## src/rtl/core/srx_pkg.sv

```systemverilog
`default_nettype none

package srx_pkg;

    localparam int ADDR_W    = 64;
    localparam int COUNT_W   = 8;
    localparam int TAG_W     = 8;
    localparam int BYTES_W   = 4;
    localparam int NUM_W     = 16;
    localparam int TRACK_W   = 6;
    localparam int RUN_LEN_W = 16;
    localparam int REC_SECT  = 32;   // sectors per record at most
    localparam int K_W       = 6;    // holds 1..REC_SECT
    localparam int MOD_BITS  = 4;    // dividend bits retired per modulo step

    // one record as formed from the current record pointer
    typedef struct packed {
        logic [TAG_W-1:0]   tag;
        logic [BYTES_W-1:0] addr_bytes;
        logic [ADDR_W-1:0]  next_addr;
        logic               last_rec;
    } t_rec;

    // modulo unit status
    typedef struct packed {
        logic               done;
        logic [TRACK_W-1:0] rem;
    } t_mod_status;

endpackage

`default_nettype wire

```

## src/rtl/core/srx_in_if.sv

```systemverilog
`default_nettype none

interface srx_in_if;
    logic                          valid;
    logic                          ready;
    logic [srx_pkg::ADDR_W-1:0]    sector_addr;
    logic [srx_pkg::COUNT_W-1:0]   sector_count;

    modport source (output valid, output sector_addr, output sector_count, input ready);
    modport sink   (input valid, input sector_addr, input sector_count, output ready);
endinterface

`default_nettype wire

```

## src/rtl/core/srx_out_if.sv

```systemverilog
`default_nettype none

interface srx_out_if;
    logic                          valid;
    logic                          ready;
    logic [srx_pkg::TAG_W-1:0]     record_tag;
    logic [srx_pkg::ADDR_W-1:0]    record_addr;
    logic [srx_pkg::BYTES_W-1:0]   addr_bytes;
    logic [srx_pkg::NUM_W-1:0]     record_number;
    logic                          last_of_flush;
    logic                          error;

    modport source (output valid, output record_tag, output record_addr, output addr_bytes,
                    output record_number, output last_of_flush, output error, input ready);
    modport sink   (input valid, input record_tag, input record_addr, input addr_bytes,
                    input record_number, input last_of_flush, input error, output ready);
endinterface

`default_nettype wire

```

## src/rtl/core/srx_cfg_if.sv

```systemverilog
`default_nettype none

interface srx_cfg_if;
    logic                          valid;
    logic                          ready;
    logic [srx_pkg::TRACK_W-1:0]   track_sectors;

    modport source (output valid, output track_sectors, input ready);
    modport sink   (input valid, input track_sectors, output ready);
endinterface

`default_nettype wire

```

## src/rtl/core/srx_mod.sv

```systemverilog
`default_nettype none

// iterative remainder of a 64-bit address by a 6-bit track size
module srx_mod (
    input  logic                          i_clk,
    input  logic                          i_rst_n,
    input  logic                          i_start,
    input  logic [srx_pkg::ADDR_W-1:0]    i_dividend,
    input  logic [srx_pkg::TRACK_W-1:0]   i_divisor,
    output srx_pkg::t_mod_status          o_status
);

    localparam int STEPS = srx_pkg::ADDR_W / srx_pkg::MOD_BITS;
    localparam int CNT_W = $clog2(STEPS);

    logic                          r_busy;
    logic                          r_done;
    logic [CNT_W-1:0]              r_cnt;
    logic [srx_pkg::ADDR_W-1:0]    r_shift;
    logic [srx_pkg::TRACK_W-1:0]   r_rem;
    logic [srx_pkg::TRACK_W-1:0]   r_div;
    logic [srx_pkg::TRACK_W-1:0]   n_rem;
    logic [srx_pkg::TRACK_W:0]     v_acc;

    // restoring steps, one dividend bit each
    always_comb begin
        n_rem = r_rem;
        v_acc = '0;
        for (int i = 0; i < srx_pkg::MOD_BITS; i++) begin
            v_acc = {n_rem, r_shift[srx_pkg::ADDR_W-1-i]};
            if (v_acc >= {1'b0, r_div}) begin
                v_acc = v_acc - {1'b0, r_div};
            end
            n_rem = v_acc[srx_pkg::TRACK_W-1:0];
        end
    end

    always_ff @(posedge i_clk) begin
        if (!i_rst_n) begin
            r_busy <= 1'b0;
            r_done <= 1'b0;
            r_cnt  <= '0;
        end else begin
            r_done <= 1'b0;
            if (i_start) begin
                r_busy <= 1'b1;
                r_cnt  <= '0;
            end else if (r_busy) begin
                r_cnt <= r_cnt + 1'b1;
                if (r_cnt == CNT_W'(STEPS - 1)) begin
                    r_busy <= 1'b0;
                    r_done <= 1'b1;
                end
            end
        end
    end

    always_ff @(posedge i_clk) begin
        if (i_start) begin
            r_shift <= i_dividend;
            r_rem   <= '0;
            r_div   <= i_divisor;
        end else if (r_busy) begin
            r_shift <= r_shift << srx_pkg::MOD_BITS;
            r_rem   <= n_rem;
        end
    end

    assign o_status.done = r_done;
    assign o_status.rem  = r_rem;

endmodule

`default_nettype wire

```

## src/rtl/core/srx_rec.sv

```systemverilog
`default_nettype none

// forms one record from the record pointer and the sectors left in the chunk
module srx_rec #(
    parameter int LEFT_W = 10
) (
    input  logic [srx_pkg::ADDR_W-1:0]  i_addr,
    input  logic [LEFT_W-1:0]           i_left,
    output srx_pkg::t_rec               o_rec,
    output logic [LEFT_W-1:0]           o_next_left
);

    logic [2:0]                 v_len;
    logic [srx_pkg::K_W-1:0]    v_k;
    logic [srx_pkg::K_W-1:0]    v_km1;

    always_comb begin
        v_len = '0;
        for (int i = 1; i < 8; i++) begin
            if (i_addr[8*i +: 8] != 8'h00) begin
                v_len = 3'(i);
            end
        end
        if (i_left >= LEFT_W'(srx_pkg::REC_SECT)) begin
            v_k = srx_pkg::K_W'(srx_pkg::REC_SECT);
        end else begin
            v_k = i_left[srx_pkg::K_W-1:0];
        end
        v_km1 = v_k - 1'b1;
    end

    assign o_rec.tag        = {v_len, v_km1[4:0]};
    assign o_rec.addr_bytes = {1'b0, v_len} + 4'd1;
    assign o_rec.next_addr  = i_addr + srx_pkg::ADDR_W'(v_k);
    assign o_rec.last_rec   = (i_left <= LEFT_W'(srx_pkg::REC_SECT));
    assign o_next_left      = i_left - LEFT_W'(srx_pkg::REC_SECT);

endmodule

`default_nettype wire

```

## src/rtl/core/sector_run_extent_encoder_core.sv

```systemverilog
`default_nettype none

// Sector run extent encoder. Each input transfer carries a sector address and a
// sector count; contiguous blocks merge into one run, and address zero or a
// non-contiguous address flushes it. A flush cuts the run at track boundaries
// (track_sectors, 0 = no cut) and emits one output transfer per record of up to
// 32 sectors, the last one marked last_of_flush. A chunk over CHUNK_LIMIT
// sectors or a flush needing over MAX_RECORDS records yields a single error
// transfer instead. Timing: an item that only extends or starts a run, or that
// flushes an empty run, is taken while the sequencer stays idle. A flush runs a
// shared sequencer over the chunks, once to count and check and, if that pass
// found records and no error, once more to emit: with track_sectors nonzero it
// first waits on the 4-bit-per-cycle modulo unit, then each pass spends one step
// per chunk, one per record and one to close the pass, and the emit pass also
// waits while the sink holds ready low. Input ready is low for the whole flush.
module sector_run_extent_encoder_core #(
    parameter int MAX_RECORDS = 64,
    parameter int CHUNK_LIMIT = 768
) (
    input  logic            i_clk,
    input  logic            i_rst_n,
    srx_cfg_if.sink         i_cfg,
    srx_in_if.sink          i_in,
    srx_out_if.source       o_out
);

    localparam int CNT_W  = $clog2(MAX_RECORDS + 1);
    localparam int LEFT_W = $clog2(CHUNK_LIMIT + 1);

    // sequencer states
    localparam logic [2:0] S_IDLE  = 3'd0;
    localparam logic [2:0] S_MOD   = 3'd1;
    localparam logic [2:0] S_CHUNK = 3'd2;
    localparam logic [2:0] S_REC   = 3'd3;
    localparam logic [2:0] S_ERR   = 3'd4;

    // architectural state
    logic [srx_pkg::TRACK_W-1:0]    r_track,     n_track;
    logic [srx_pkg::ADDR_W-1:0]     r_run_start, n_run_start;
    logic [srx_pkg::RUN_LEN_W-1:0]  r_run_len,   n_run_len;
    logic [srx_pkg::NUM_W-1:0]      r_counter,   n_counter;

    // flush sequencer
    logic [2:0]                     r_state,     n_state;
    logic                           r_emit,      n_emit;
    logic [srx_pkg::ADDR_W-1:0]     r_f_start,   n_f_start;
    logic [srx_pkg::RUN_LEN_W-1:0]  r_f_len,     n_f_len;
    logic [srx_pkg::TRACK_W-1:0]    r_pos,       n_pos;
    logic                           r_first,     n_first;
    logic [srx_pkg::ADDR_W-1:0]     r_c_start,   n_c_start;
    logic [srx_pkg::RUN_LEN_W-1:0]  r_c_left,    n_c_left;
    logic [srx_pkg::ADDR_W-1:0]     r_rec_addr,  n_rec_addr;
    logic [LEFT_W-1:0]              r_rec_left,  n_rec_left;
    logic [CNT_W-1:0]               r_cnt,       n_cnt;
    logic [CNT_W-1:0]               r_total,     n_total;

    // output register
    logic                           r_o_valid,   n_o_valid;
    logic [srx_pkg::TAG_W-1:0]      r_o_tag,     n_o_tag;
    logic [srx_pkg::ADDR_W-1:0]     r_o_addr,    n_o_addr;
    logic [srx_pkg::BYTES_W-1:0]    r_o_bytes,   n_o_bytes;
    logic [srx_pkg::NUM_W-1:0]      r_o_num,     n_o_num;
    logic                           r_o_last,    n_o_last;
    logic                           r_o_err,     n_o_err;

    logic [srx_pkg::ADDR_W-1:0]     w_run_end;
    logic                           w_accept;
    logic                           w_flush;
    logic                           w_out_free;
    logic                           w_mod_start;
    srx_pkg::t_mod_status           w_mod;
    logic                           w_cut;
    logic [srx_pkg::RUN_LEN_W-1:0]  w_lim;
    logic [srx_pkg::RUN_LEN_W-1:0]  w_n;
    logic                           w_chunk_err;
    srx_pkg::t_rec                  w_rec;
    logic [LEFT_W-1:0]              w_next_left;
    logic [srx_pkg::RUN_LEN_W:0]    w_sum;
    logic [srx_pkg::NUM_W-1:0]      w_counter_inc;
    logic [CNT_W-1:0]               w_cnt_inc;

    assign i_cfg.ready = 1'b1;
    assign i_in.ready  = (r_state == S_IDLE);

    assign w_accept   = i_in.valid && (r_state == S_IDLE);
    assign w_run_end  = r_run_start + srx_pkg::ADDR_W'(r_run_len);
    // zero address always flushes; otherwise a live run that is not continued
    assign w_flush    = (i_in.sector_addr == '0)
                     || ((r_run_start != '0) && (i_in.sector_addr != w_run_end));
    assign w_out_free = !r_o_valid || o_out.ready;

    // track position of the run start, only needed when cutting at tracks
    assign w_mod_start = w_accept && w_flush && (r_run_len != '0) && (r_track != '0);

    srx_mod u_mod (
        .i_clk      (i_clk),
        .i_rst_n    (i_rst_n),
        .i_start    (w_mod_start),
        .i_dividend (r_run_start),
        .i_divisor  (r_track),
        .o_status   (w_mod)
    );

    // next chunk size: first chunk runs to the track end unless the run starts
    // on the last sector of a track, later chunks are one track long
    assign w_cut = r_first && (r_track != '0) && (r_pos != (r_track - 1'b1));
    always_comb begin
        if (r_track == '0) begin
            w_lim = r_c_left;
        end else if (w_cut) begin
            w_lim = srx_pkg::RUN_LEN_W'(r_track - r_pos);
        end else begin
            w_lim = srx_pkg::RUN_LEN_W'(r_track);
        end
    end
    assign w_n         = (w_lim < r_c_left) ? w_lim : r_c_left;
    // a chunk starting at address zero is skipped, so it is never too long
    assign w_chunk_err = (r_c_start != '0) && (w_n > srx_pkg::RUN_LEN_W'(CHUNK_LIMIT));

    srx_rec #(
        .LEFT_W (LEFT_W)
    ) u_rec (
        .i_addr      (r_rec_addr),
        .i_left      (r_rec_left),
        .o_rec       (w_rec),
        .o_next_left (w_next_left)
    );

    assign w_counter_inc = r_counter + 1'b1;
    assign w_cnt_inc     = r_cnt + 1'b1;

    // run length grows saturating; a flush restarts it from zero
    assign w_sum = (w_flush ? '0 : {1'b0, r_run_len})
                 + (srx_pkg::RUN_LEN_W + 1)'(i_in.sector_count);

    always_comb begin
        n_track     = r_track;
        n_run_start = r_run_start;
        n_run_len   = r_run_len;
        n_counter   = r_counter;
        n_state     = r_state;
        n_emit      = r_emit;
        n_f_start   = r_f_start;
        n_f_len     = r_f_len;
        n_pos       = r_pos;
        n_first     = r_first;
        n_c_start   = r_c_start;
        n_c_left    = r_c_left;
        n_rec_addr  = r_rec_addr;
        n_rec_left  = r_rec_left;
        n_cnt       = r_cnt;
        n_total     = r_total;
        n_o_valid   = r_o_valid && !o_out.ready;
        n_o_tag     = r_o_tag;
        n_o_addr    = r_o_addr;
        n_o_bytes   = r_o_bytes;
        n_o_num     = r_o_num;
        n_o_last    = r_o_last;
        n_o_err     = r_o_err;

        if (i_cfg.valid) begin
            n_track = i_cfg.track_sectors;
        end

        unique case (r_state)
            S_IDLE: begin
                if (w_accept) begin
                    // the flush works on a snapshot, so the run can move on now
                    if (i_in.sector_addr == '0) begin
                        n_run_start = '0;
                        n_run_len   = '0;
                    end else begin
                        if (w_flush || (r_run_start == '0)) begin
                            n_run_start = i_in.sector_addr;
                        end
                        n_run_len = w_sum[srx_pkg::RUN_LEN_W] ? '1
                                  : w_sum[srx_pkg::RUN_LEN_W-1:0];
                    end
                    if (w_flush && (r_run_len != '0)) begin
                        n_f_start = r_run_start;
                        n_f_len   = r_run_len;
                        n_c_start = r_run_start;
                        n_c_left  = r_run_len;
                        n_first   = 1'b1;
                        n_cnt     = '0;
                        n_emit    = 1'b0;
                        n_state   = (r_track == '0) ? S_CHUNK : S_MOD;
                    end
                end
            end
            S_MOD: begin
                if (w_mod.done) begin
                    n_pos   = w_mod.rem;
                    n_state = S_CHUNK;
                end
            end
            S_CHUNK: begin
                if (r_c_left == '0) begin
                    if (r_emit || (r_cnt == '0)) begin
                        n_state = S_IDLE;
                    end else begin
                        // checks passed: replay the same chunks and emit
                        n_total   = r_cnt;
                        n_cnt     = '0;
                        n_emit    = 1'b1;
                        n_c_start = r_f_start;
                        n_c_left  = r_f_len;
                        n_first   = 1'b1;
                    end
                end else if (w_chunk_err) begin
                    n_state = S_ERR;
                end else begin
                    n_c_start  = r_c_start + srx_pkg::ADDR_W'(w_n);
                    n_c_left   = r_c_left - w_n;
                    n_first    = 1'b0;
                    n_rec_addr = r_c_start;
                    n_rec_left = w_n[LEFT_W-1:0];
                    if (r_c_start != '0) begin
                        n_state = S_REC;
                    end
                end
            end
            S_REC: begin
                if (!r_emit) begin
                    if (r_cnt >= CNT_W'(MAX_RECORDS)) begin
                        n_state = S_ERR;
                    end else begin
                        n_cnt      = w_cnt_inc;
                        n_rec_addr = w_rec.next_addr;
                        n_rec_left = w_next_left;
                        if (w_rec.last_rec) begin
                            n_state = S_CHUNK;
                        end
                    end
                end else if (w_out_free) begin
                    n_o_valid  = 1'b1;
                    n_o_tag    = w_rec.tag;
                    n_o_addr   = r_rec_addr;
                    n_o_bytes  = w_rec.addr_bytes;
                    n_o_num    = w_counter_inc;
                    n_o_last   = (w_cnt_inc == r_total);
                    n_o_err    = 1'b0;
                    n_counter  = w_counter_inc;
                    n_cnt      = w_cnt_inc;
                    n_rec_addr = w_rec.next_addr;
                    n_rec_left = w_next_left;
                    if (w_rec.last_rec) begin
                        n_state = S_CHUNK;
                    end
                end
            end
            S_ERR: begin
                // run dropped, counter left as it was
                if (w_out_free) begin
                    n_o_valid = 1'b1;
                    n_o_tag   = '0;
                    n_o_addr  = '0;
                    n_o_bytes = '0;
                    n_o_num   = r_counter;
                    n_o_last  = 1'b1;
                    n_o_err   = 1'b1;
                    n_state   = S_IDLE;
                end
            end
            default: begin
                n_state = S_IDLE;
            end
        endcase
    end

    always_ff @(posedge i_clk) begin
        if (!i_rst_n) begin
            r_track     <= '0;
            r_run_start <= '0;
            r_run_len   <= '0;
            r_counter   <= '0;
            r_state     <= S_IDLE;
            r_emit      <= 1'b0;
            r_o_valid   <= 1'b0;
        end else begin
            r_track     <= n_track;
            r_run_start <= n_run_start;
            r_run_len   <= n_run_len;
            r_counter   <= n_counter;
            r_state     <= n_state;
            r_emit      <= n_emit;
            r_o_valid   <= n_o_valid;
        end
    end

    always_ff @(posedge i_clk) begin
        r_f_start  <= n_f_start;
        r_f_len    <= n_f_len;
        r_pos      <= n_pos;
        r_first    <= n_first;
        r_c_start  <= n_c_start;
        r_c_left   <= n_c_left;
        r_rec_addr <= n_rec_addr;
        r_rec_left <= n_rec_left;
        r_cnt      <= n_cnt;
        r_total    <= n_total;
        r_o_tag    <= n_o_tag;
        r_o_addr   <= n_o_addr;
        r_o_bytes  <= n_o_bytes;
        r_o_num    <= n_o_num;
        r_o_last   <= n_o_last;
        r_o_err    <= n_o_err;
    end

    assign o_out.valid         = r_o_valid;
    assign o_out.record_tag    = r_o_tag;
    assign o_out.record_addr   = r_o_addr;
    assign o_out.addr_bytes    = r_o_bytes;
    assign o_out.record_number = r_o_num;
    assign o_out.last_of_flush = r_o_last;
    assign o_out.error         = r_o_err;

`ifndef ASSERT_OFF
    // the emit pass never goes past the record total found by the count pass
    a_emit_bound: assert property (@(posedge i_clk) disable iff (!i_rst_n)
        r_emit |-> (r_cnt <= r_total))
        else $error("emit pass exceeded counted records");

    // an error transfer ends its flush and carries an empty record
    a_err_form: assert property (@(posedge i_clk) disable iff (!i_rst_n)
        (r_o_valid && r_o_err) |-> (r_o_last && (r_o_tag == '0) && (r_o_bytes == '0)))
        else $error("malformed error transfer");

    // the modulo unit only finishes while the sequencer waits on it
    a_mod_done: assert property (@(posedge i_clk) disable iff (!i_rst_n)
        w_mod.done |-> (r_state == S_MOD))
        else $error("modulo result outside its wait state");
`endif

endmodule

`default_nettype wire

```

## src/flat_wrapper.sv

```systemverilog
// flat-port wrapper written by rule: the top's interface ports become plain ports
module sector_run_extent_encoder_core_flat 
#(
    parameter int MAX_RECORDS = 64,
    parameter int CHUNK_LIMIT = 768
)
  (i_clk, i_rst_n, i_cfg_valid, i_cfg_track_sectors, i_cfg_ready, i_in_valid, i_in_sector_addr, i_in_sector_count, i_in_ready, o_out_valid, o_out_record_tag, o_out_record_addr, o_out_addr_bytes, o_out_record_number, o_out_last_of_flush, o_out_error, o_out_ready);
  srx_cfg_if i_cfg_i ();
  srx_in_if i_in_i ();
  srx_out_if o_out_i ();
  input  logic i_clk;
  input  logic i_rst_n;
  input wire logic [$bits(i_cfg_i.valid)-1:0] i_cfg_valid;
  input wire logic [$bits(i_cfg_i.track_sectors)-1:0] i_cfg_track_sectors;
  output wire logic [$bits(i_cfg_i.ready)-1:0] i_cfg_ready;
  input wire logic [$bits(i_in_i.valid)-1:0] i_in_valid;
  input wire logic [$bits(i_in_i.sector_addr)-1:0] i_in_sector_addr;
  input wire logic [$bits(i_in_i.sector_count)-1:0] i_in_sector_count;
  output wire logic [$bits(i_in_i.ready)-1:0] i_in_ready;
  output wire logic [$bits(o_out_i.valid)-1:0] o_out_valid;
  output wire logic [$bits(o_out_i.record_tag)-1:0] o_out_record_tag;
  output wire logic [$bits(o_out_i.record_addr)-1:0] o_out_record_addr;
  output wire logic [$bits(o_out_i.addr_bytes)-1:0] o_out_addr_bytes;
  output wire logic [$bits(o_out_i.record_number)-1:0] o_out_record_number;
  output wire logic [$bits(o_out_i.last_of_flush)-1:0] o_out_last_of_flush;
  output wire logic [$bits(o_out_i.error)-1:0] o_out_error;
  input wire logic [$bits(o_out_i.ready)-1:0] o_out_ready;
  assign i_cfg_i.valid = i_cfg_valid;
  assign i_cfg_i.track_sectors = i_cfg_track_sectors;
  assign i_cfg_ready = i_cfg_i.ready;
  assign i_in_i.valid = i_in_valid;
  assign i_in_i.sector_addr = i_in_sector_addr;
  assign i_in_i.sector_count = i_in_sector_count;
  assign i_in_ready = i_in_i.ready;
  assign o_out_valid = o_out_i.valid;
  assign o_out_record_tag = o_out_i.record_tag;
  assign o_out_record_addr = o_out_i.record_addr;
  assign o_out_addr_bytes = o_out_i.addr_bytes;
  assign o_out_record_number = o_out_i.record_number;
  assign o_out_last_of_flush = o_out_i.last_of_flush;
  assign o_out_error = o_out_i.error;
  assign o_out_i.ready = o_out_ready;
  sector_run_extent_encoder_core #(.MAX_RECORDS(MAX_RECORDS), .CHUNK_LIMIT(CHUNK_LIMIT)) u_core (.i_clk(i_clk), .i_rst_n(i_rst_n), .i_cfg(i_cfg_i), .i_in(i_in_i), .o_out(o_out_i));
endmodule
```

## config.mk

```make
export PLATFORM = sky130hd
export DESIGN_NAME = sector_run_extent_encoder_core_flat
export DESIGN_NICKNAME = d
export VERILOG_FILES = /design/src/rtl/core/srx_pkg.sv /design/src/rtl/core/srx_in_if.sv /design/src/rtl/core/srx_out_if.sv /design/src/rtl/core/srx_cfg_if.sv /design/src/rtl/core/srx_mod.sv /design/src/rtl/core/srx_rec.sv /design/src/rtl/core/sector_run_extent_encoder_core.sv /design/src/flat_wrapper.sv
export SDC_FILE = /design/constraint.sdc
export NUM_CORES = 1
export LEC_CHECK = 0
export ABC_AREA = 1
export BUFFER_PORTS_ARGS = -buffer_cell sky130_fd_sc_hd__buf_2
export CORE_MARGIN = 2
export CORE_UTILIZATION = 50
export CTS_CLUSTER_DIAMETER = 200
export CTS_CLUSTER_SIZE = 40
export DETAILED_ROUTE_END_ITERATION = 8
export PLACE_DENSITY = 0.64
export SYNTH_ARGS = -nofsm -noshare
export SYNTH_HDL_FRONTEND = slang
export SYNTH_HIERARCHICAL = 1
export SYNTH_SLANG_ARGS = --single-unit
```

## constraint.sdc

```tcl
create_clock -name i_clk -period 19.9 [get_ports i_clk]
set_input_delay 0.995 -clock i_clk [delete_from_list [all_inputs] [get_ports i_clk]]
set_output_delay 0.995 -clock i_clk [all_outputs]
set_load 0.01 [all_outputs]
```

=== Word level (Yosys, flattened, before mapping) ===
Cells that the tools add are included.

* Magnitude comparators: 9
* Bitwise operators: 3
* Divide/modulo/power cells: 0
* Reduce and logical (&&, ||, !) cells: 53
* $mul: 0
* Shifts and indexed selects: 0
* Multiplexer cells: 108
* Equal/unequal tests: 24
* $add $sub $neg: 17

{| class="wikitable"
|+ Operators with widths
! kind !! number
|-
| two-way mux 64 bit || 17
|-
| one-hot mux 64 bit (2 select lines) || 3
|-
| two-way mux 16 bit || 14
|-
| adder 64 x 16 -> 64 bit || 2
|-
| logical NOT 64 bit || 2
|-
| nonzero test 64 bit || 2
|-
| adder 64 x 6 -> 64 bit || 1
|-
| inequality test 64 bit || 1
|-
| one-hot mux 16 bit (2 select lines) || 2
|-
| nonzero test 8 bit || 7
|-
| two-way mux 3 bit || 18
|-
| two-way mux 10 bit || 5
|-
| two-way mux 7 bit || 7
|-
| two-way mux 6 bit || 5
|-
| >= comparator 7 x 6 -> 1 bit || 4
|-
| two-way mux 8 bit || 3
|-
| subtractor 6 bit || 4
|-
| one-hot mux 7 bit (3 select lines) || 1
|-
| two-way mux 1 bit || 20
|-
| one-hot mux 10 bit (2 select lines) || 1
|-
| adder 17 x 8 -> 17 bit || 1
|-
| adder 16 x 1 -> 16 bit, second input constant || 1
|-
| > comparator 16 x 10 -> 1 bit, second input constant || 1
|-
| logical NOT 16 bit || 1
|-
| other kinds (47) || 91
|}

* Bits of input ports: 83
* Bits in writable memories: 0
* Latch bits: 0
* Memories: 0
* Flip-flop bits (word level): 538
* Word-level logic and storage cells: 243
* Output and inout port bits: 97
* Bits in read-only memories: 0

=== Logic depth before layout (Yosys ltp) ===
Gate-level depths: netlist of the first run.

* Word-level depth: 12
* Mapped depth: 51
* Depth with buffers taken out: 50

=== By module ===
The synthesis of the first run kept the hierarchy.

{| class="wikitable"
|+ Modules (own cells, without submodules)
! module !! cells an instance !! area each (um^2) !! instances !! sequential area each (um^2)
|-
| sector_run_extent_encoder_core || 3196 || 26507.9 || 1 || 12622.1
|-
| srx_mod || 556 || 4744.6 || 1 || 2342.2
|-
| srx_rec || 566 || 2957.8 || 1 || 0.0
|}

=== Least setup slack after synthesis of the first run ===
OpenSTA, ideal clock, no wires.

* Path kind: reg-to-reg
* From: register u_core/r_track[0] (netlist name)
* To: register u_core/r_c_start[60] (netlist name), data pin
* Library setup time: 0.257 ns
* Arrival time: 6.293 ns
* Required time: 19.643 ns
* Clock period less this slack: 6.550 ns
* Stages on the path, launching flop included: 42
* Path slack: 13.350 ns
* Path buffers: 2
* Cell sequence: dfxtp_1 -> inv_1 -> ha_1 -> inv_1 -> fa_1 -> a21oi_1 -> o21ai_0 -> a21oi_1 -> nor2_1 -> o31ai_1 -> clkinv_1 -> a21oi_1 -> ha_1 -> a21oi_1 -> nor2_1 -> a211oi_1 -> o221a_2 -> clkbuf_1 -> [... 6 more ...] -> inv_1 -> fa_1 -> o21ai_1 -> a31oi_1 -> o21ai_0 -> a21boi_1 -> o21ai_2 -> a21oi_2 -> nor2_1 -> nand2_1 -> nor2_1 -> nand2_1 -> nor2_1 -> nand2_1 -> nor4_1 -> xor2_1 -> nand2_1 -> nand2_1

* Cells in the longest elaborated chain, start to end: 11
* Elaborated cells on any way between the ends: 15
* Those cells by class: add/sub (3); order compare (1); eq/ne (1); mux (6); reduce/logical (4)

{| class="wikitable"
|+ Ends and longest elaborated chain
! item !! RTL line !! text
|-
| start: declaration || sector_run_extent_encoder_core.sv:38 || <nowiki>logic [srx_pkg::TRACK_W-1:0] r_track, n_track;</nowiki>
|-
| start signal: assignment || sector_run_extent_encoder_core.sv:281 || <nowiki>r_track <= n_track;</nowiki>
|-
| subtractor 6 x 1 -> 6 bit or nonzero test 6 bit (tied branches) || sector_run_extent_encoder_core.sv:106 || <nowiki>assign w_cut = r_first && (r_track != '0) && (r_pos != (r_track - 1'b1));</nowiki>
|-
| inequality test 6 bit or logical AND 1 bit (tied branches) || sector_run_extent_encoder_core.sv:106 ||
|-
| logical AND 1 bit || sector_run_extent_encoder_core.sv:106 ||
|-
| two-way mux 16 bit || sector_run_extent_encoder_core.sv:110 || <nowiki>end else if (w_cut) begin</nowiki>
|-
| two-way mux 16 bit (*) || sector_run_extent_encoder_core.sv:108 || <nowiki>if (r_track == '0) begin</nowiki>
|-
| less-than comparator 16 bit || sector_run_extent_encoder_core.sv:116 || <nowiki>assign w_n = (w_lim < r_c_left) ? w_lim : r_c_left;</nowiki>
|-
| two-way mux 16 bit (*) || sector_run_extent_encoder_core.sv:116 ||
|-
| adder 64 x 16 -> 64 bit (*) || sector_run_extent_encoder_core.sv:213 || <nowiki>n_c_start = r_c_start + srx_pkg::ADDR_W'(w_n);</nowiki>
|-
| two-way mux 64 bit (*) || sector_run_extent_encoder_core.sv:210 || <nowiki>end else if (w_chunk_err) begin</nowiki>
|-
| two-way mux 64 bit (*) || sector_run_extent_encoder_core.sv:198 || <nowiki>if (r_c_left == '0) begin</nowiki>
|-
| one-hot mux 64 bit (2 select lines) (*) || sector_run_extent_encoder_core.sv:165 || <nowiki>unique case (r_state)</nowiki>
|-
| net u_core.n_c_start (one bit) || sector_run_extent_encoder_core.sv:50 || <nowiki>logic [srx_pkg::ADDR_W-1:0] r_c_start, n_c_start;</nowiki>
|-
| end signal: assignment || sector_run_extent_encoder_core.sv:296 || <nowiki>r_c_start <= n_c_start;</nowiki>
|-
| end: declaration || sector_run_extent_encoder_core.sv:50 ||
|}

The timed path passes the listed nets; every way through them passes the cells marked *. The select of a mux whose other input is x is not followed.
A chain may end at the register's enable or synchronous reset.

=== Final worst setup path of the first run ===
Same ends and word-level chain as after synthesis.

==> results by group, run 1 <==
Status
  • Run status: completed

Synth
  • Area of the mapped netlist: 0.0342 sq mm
  • Ys async rst share: 0
  • Synth area leader: edfxtp_1
  • Yosys reg bits: 538
  • Sequential-to-total area share from yosys stat: 0.437
  • Mapped Nets: 4,524
  • Mean area per synthesized cell: 7.92 sq um
  • Synth Warn #: 6
  • Top-count cell post-synth: nand2_1
  • Synth top area share: 0.368
  • Main synth FF type: edfxtp_1
  • Synth area leaders: edfxtp_1, nand2_1, dfxtp_1
  • Netlist cell types: 71
  • Post-synth EDFFs: 419
  • Synth Instances: 4,318
  • Commonest cells in the netlist: nand2_1, inv_1, edfxtp_1, nor2_1, a21oi_1

Flow run
  • Max cap viols: 0

Global route
  • Overall global routing resource usage: 0.270
  • Largest net degree at the start of global routing: 107
  • Initial antenna violation count: 1
  • Remaining global-route overflow: 0
  • First-pass GRT wire length: 151 mm
  • Number of global-route vias before repair: 26,800

Route
  • Initial drt markers: 2,564
  • Drt wl/cell: 18.3 microns
  • Vias per inst: 5.46
  • Antenna-violating nets left: 0
  • Pre-Repair DR Iteration Count: 5
  • DR vias: 28,800
  • DRC viols: 0
  • WL final: 96.8 mm

Critical path
  • CP max FO: 21
  • CP peak stage delay: 0.42 ns
  • CP required: 20.25 ns
  • Crit Path Class: reg2reg
  • CP arrival: 8.15 ns
  • Critical Path Most Common Cell: nand2_1
  • Critical Path Sink Type: register
  • Crit-path slowest cell: nand2_1
  • Startpoint Class: register

Floorplan
  • Row cnt: 95
  • Die area: 0.0705 sq mm
  • Core Region: 0.0674 sq mm
  • Die W: 266 microns
  • Die Span Y: 266 microns
  • Io pins: 180
  • Initial Util: 0.508

Clocking
  • Worst-skew pair later-pin latency: 0.59 ns
  • Clk Tree Root Cell: clkbuf_16
  • CTS tree: built
  • Hold_buf cts: 0
  • Reg clk slew, reported paths: 0.15 ns
  • Setup bufs post-CTS: 0
  • CTS H-tree depth: 1
  • Post-CTS Resized: 0
  • Num CTS Buffers: 17
  • # clock sinks: 538
  • Longest Clk Path Bufs: 3

STA
  • Worst Max-Slew Pin Slew: 1.13 ns
  • Slew Viols, Final: 0
  • Max Clock Skew: 0.0415 ns
  • Final Cycle Share: 0.392
  • Setup ws final: 12.11 ns
  • Fin crit period: 7.79 ns
  • Max Fclk: 128 MHz
  • Final hold vios: 0
  • Setup repair after global routing missed its margin: no
  • Final setup viols: 0
  • Slew headroom: 0.243
  • Total negative slack: 0 ns

Pwr
  • Share of power burned in combinational logic: 0.566
  • Psw: 2.94 mW
  • Reg power frac: 0.348
  • VDD IR max: 0.235 mV
  • Pint: 3.11 mW
  • Sw Share: 0.486
  • Power Dens Cells: 167 mW/mm^2
  • Leak: 15.2 nW
  • Pwr Total: 6.05 mW
  • Clock power frac: 0.085

Layout
  • P&R area growth vs syn: 5.99%
  • Nets@finish: 4,605
  • Post-layout util: 0.538
  • Layout cells sized above 1: 0.0839
  • ANT cells: 0

Placement
  • GPL Wtd Cong: 0.955
  • Setup slack at placement: 12.15 ns
  • HPWL Detailed: 73.9 mm
  • IO Port Bufs: 178

Worst hold path
  • Min-delay worst type: reg2reg
==> sequential cells by signal (all words and copies together), names as in the netlist, 3 cells and up <==
register,cells
u_core/o_out.addr_bytes,4
u_core/o_out.record_addr,64
u_core/o_out.record_number,16
u_core/o_out.record_tag,8
u_core/r_c_left,16
u_core/r_c_start,64
u_core/r_cnt,7
u_core/r_counter,16
u_core/r_f_len,16
u_core/r_f_start,64
u_core/r_pos,6
u_core/r_rec_addr,64
u_core/r_rec_left,10
u_core/r_run_len,16
u_core/r_run_start,64
u_core/r_state,3
u_core/r_total,7
u_core/r_track,6
u_core/u_mod/r_cnt,4
u_core/u_mod/r_div,6
u_core/u_mod/r_rem,6
u_core/u_mod/r_shift,64
==> layer usage <==
layer,GRT usage,share of wire,wire length (microns)
met3,0.0182,0.054,5260
met4,0.0756,0.028,2760
met2,0.438,0.45,43800
met1,0.392,0.47,45100
met5,0,0,0
==> cells in the final DEF, fill, tap and decap left out, types with 10 or more instances in the layout <==
master and n:
nand2_1 1206, inv_1 540, edfxtp_1 419, nor2_1 354
a21oi_1 193, nand3_1 191, o21ai_0 185, xor2_1 179
buf_2 178, dfxtp_1 119, ha_1 114, nand4_1 108
nor3_1 93, nor4_1 75, a22oi_1 70, xnor2_1 51
inv_2 33, nand2_2 30, nand3b_1 24, buf_4 18
clkbuf_16 17, nor2_2 14, clkinv_1 12, o21ai_1 12
clkbuf_1 11, nor2_4 11, nand3_2 10, nand2_4 10
==> kinds of logic (layout without fill, tap and decap cells) <==
group           after synthesis  in the layout  synth area share
flops                       538            538             0.437
other cells                   1              1          0.000110
compound gates              528            528            0.0882
simple gates               2175           2175             0.284
xor+xnor                    234            234            0.0614
fa+ha+maj                   123            123            0.0470
buf+inv                     719            810            0.0822
==> final timing paths <==
| path | from | to | slack [ns] | depth (start not counted) |
|---|---|---|---|---|
| worst max-delay path | u_core/r_track[0] | u_core/r_c_start[60] | 12.11 | 39 |
| worst min-delay path | u_core/r_emit | u_core/r_emit | 0.49 | 2 |
| worst max register to register | u_core/r_track[0] | u_core/r_c_start[60] | 12.11 | 39 |
| worst min register to register | u_core/r_emit | u_core/r_emit | 0.49 | 2 |
==> power by group through the flow <==
stage | clock network (mW) | registers [mW] | logic [mW]
after global placement | 0 | 2.12 | 3.36
final | 0.516 | 2.11 | 3.43
after CTS | 0.530 | 2.10 | 3.40
after global routing | 0.563 | 2.15 | 3.88
after floorplan | 0 | 2.02 | 2.63
after detailed placement | 0 | 2.13 | 3.38
==> worst max-delay path, delay by kind of cell, from the launching register on <==
kind	cells	cell delay, ns
flops	1	0.37
buf+inv	5	0.69
compound gates	14	2.88
fa+ha+maj	5	1.43
xor+xnor	1	0.11
simple gates	14	2.08
==> metrics by stage <==
step,instance area (sq um),hold WS (ns),cells
2_1_floorplan,34200,0.425,4318
3_3_place_gp,35800,0.468,5253
3_5_place_dp,35800,0.474,5253
4_1_cts,36300,0.492,5282
5_1_grt,36300,0.522,5282
6_report,36300,0.488,5282
==> final cells by class <==
class / instances / area, sq um
sequential: 538 / 15000
clock buffer: 28 / 467
tap: 873 / 1090
clock inverter: 1 / 30.0
multi-input combinational: 3061 / 16500
fill: 6539 / 31100
inverter: 585 / 2200
timing repair buffer: 196 / 1030
(Power assumes the default switching activity.)
==> inputs of run 2 (changes only) <==
==> constraint.sdc (replaced) <==
create_clock -name i_clk -period 7.7 [get_ports i_clk]
set_input_delay 0.385 -clock i_clk [delete_from_list [all_inputs] [get_ports i_clk]]
set_output_delay 0.385 -clock i_clk [all_outputs]
set_load 0.01 [all_outputs]
==> run 2 against run 1 <==
Compared with the run above: sequential power grew to 2.6 times the previous value; clock skew up 0.0052 ns; non-clock buffer count grew 9; wire length grew 0.73%; critical endpoint unchanged; largest power group unchanged.
==> results by group, run 2 (synthesized netlist as in run 1, its figures left out) <==
Clocking
  • Longest Clk Path Bufs: 3 (unchanged)
  • CTS tree: built
  • Worst-skew pair later-pin latency: 0.59 ns (about the same)
  • Reg clk slew, reported paths: 0.16 ns (about the same)
  • # clock sinks: 538 (unchanged)
  • Num CTS Buffers: 17 (unchanged)
  • Clk Tree Root Cell: clkbuf_16
  • Hold_buf cts: 0 (unchanged)
  • CTS H-tree depth: 1 (unchanged)

Floorplan
  • Row cnt: 95 (unchanged)
  • Io pins: 180 (unchanged)
  • Die Span Y: 266 microns (unchanged)
  • Die area: 0.0705 sq mm (unchanged)
  • Die W: 266 microns (unchanged)
  • Core Region: 0.0674 sq mm (unchanged)
  • Initial Util: 0.508 (unchanged)

Critical path
  • Reg2Reg Depth: 40 (+2.6%)
  • Critical Path Sink Type: register
  • Critical Path Most Common Cell: nand2_1
  • CP required: 8.05 ns (-12.20 ns)
  • CP peak stage delay: 0.40 ns (-0.02 ns)
  • Crit-path slowest cell: fa_1
  • CP max FO: 6 (-71%)
  • Cell family with most CP delay: compound AO/OA/AOI/OAI gates
  • Crit Path Class: reg2reg
  • Crit path buf inv count: 6 (+1)
  • Startpoint Class: register
  • CP arrival: 7.37 ns (-0.78 ns)
  • WP depth: 40 (+2.6%)

Placement
  • GPL Wtd Cong: 0.979 (+2.5%)
  • Cells after DPL: 5,260 (+0.13%)
  • Placed Area: 0.0359 sq mm (+0.25%)
  • HPWL Detailed: 74.8 mm (+1.3%)
  • Setup slack at placement: 0.476 ns (-11.68 ns)
  • IO Port Bufs: 178 (unchanged)

Flow run
  • Max cap viols: 0 (unchanged)

Route
  • DRC viols: 0 (unchanged)
  • Vias per inst: 5.47 (+0.16%)
  • DR vias: 28,900 (+0.33%)
  • Pre-Repair DR Iteration Count: 6 (+1)
  • Drt wl/cell: 18.4 microns (+0.55%)
  • WL final: 97.5 mm (+0.73%)
  • Antenna-violating nets left: 0 (unchanged)
  • Initial drt markers: 2,790 (+8.8%)

Layout
  • Layout cells sized above 1: 0.0874 (+0.00345)
  • P&R area growth vs syn: 6.37%
  • Final Non-Filler Cells: 5,291 (+0.17%)
  • Post-layout util: 0.540 (+0.00197)
  • ANT cells: 0 (unchanged)
  • Cell area after layout: 0.0364 sq mm (+0.37%)
  • Nets@finish: 4,614 (+0.20%)
  • Most frequent cells in the layout: nand2_1, inv_1, edfxtp_1
  • Most common cell after layout, fill and taps aside: nand2_1

Pwr
  • Pwr Total: 15.7 mW (+160%)
  • Power Dens Cells: 432 mW/mm^2 (+160%)
  • VDD IR max: 0.603 mV (+160%)
  • Leak: 15.3 nW (+0.40%)

STA
  • Final Cycle Share: 0.912 (+0.521)
  • Total negative slack: 0 ns (unchanged)
  • Final setup viols: 0 (unchanged)
  • Setup repair after global routing missed its margin: no
  • Setup ws final: 0.675 ns (-11.43 ns)
  • Slew headroom: 0.250 (+0.00718)
  • Worst Max-Slew Pin Slew: 1.12 ns (-0.00453 ns)
  • Max Clock Skew: 0.0467 ns (+0.00518 ns)
  • Max Fclk: 142 MHz (+11%)
  • Fin crit period: 7.03 ns (-0.769 ns)
  • Final hold slack: 0.0535 ns (-0.434 ns)
  • Final hold vios: 0 (unchanged)
  • Slew Viols, Final: 0 (unchanged)

Global route
  • Overall global routing resource usage: 0.272 (+0.00160)
  • First-pass GRT wire length: 152 mm (+0.67%)
  • Initial antenna violation count: 0 (-1)
  • Remaining global-route overflow: 0 (unchanged)
  • Number of global-route vias before repair: 27,000 (+0.63%)
  • Largest net degree at the start of global routing: 107 (unchanged)

Worst hold path
  • Min-delay worst type: in2reg
  • Min-Delay Path Depth: 3 (+1)

Status
  • Run status: completed
-- run 2: changes by cell type in the layout (fill, tap and decap cells not counted) --
cell,previous run,this run
nor3b_1,3,2
inv_2,33,34
nor2_1,354,353
nor3b_2,1,2
clkinv_1,12,11
buf_12,0,3
nor4_2,5,7
o21ai_1,12,11
nor2_2,14,15
nor4_1,75,73
buf_4,18,24
o21ai_0,185,184
o21ai_2,3,5
-- run 2: what timing repair did --
action                     CTS  global route
setup endpoints to repair    0            16
setup buffers                0             2
gates resized for setup      0             8
-- run 2: cell type report --
class,instances,area (sq um)
multi-input combinational,3061,16500
fill,6540,31000
clock buffer,28,467
clock inverter,1,30.0
inverter,585,2200
timing repair buffer,205,1130
tap,873,1090
sequential,538,15000
-- run 2: path summary, 6_finish.rpt --
kind / slack, ns / startpoint / to
setup / recovery: 0.67 / u_core/r_track[0] / u_core/r_c_start[60]
hold / removal: 0.05 / i_in_sector_addr[29] / u_core/r_run_start[29]
setup reg to reg: 0.67 / u_core/r_track[0] / u_core/r_c_start[60]
hold reg to reg: 0.50 / u_core/u_mod/r_shift[4] / u_core/u_mod/r_shift[8]
-- run 2: per-layer routing --
layer  part of all wire  track usage  vias to the layer above
met1               0.46        0.389                    13500
met5                  0            0                        -
li1                   -            -                    14500
met2               0.45        0.442                      868
met3              0.054       0.0207                      141
met4              0.032       0.0824                        0
-- run 2: where the power goes --
part           leakage, nW  switching (mW)  total [mW]  internal (mW)
logic                 10.1            5.89        8.95           3.06
registers             4.94           0.854        5.45           4.59
clock network        0.234           0.885        1.32          0.435
total                 15.3            7.63        15.7           8.09
-- run 2: worst reg2reg max path, delay by kind of cell, from the launching register on --
family          cells  cell delay [ns]
compound gates     13             2.55
xor+xnor            1             0.11
fa+ha+maj           5             1.42
buf+inv             6             0.66
flops               1             0.37
simple gates       15             1.72
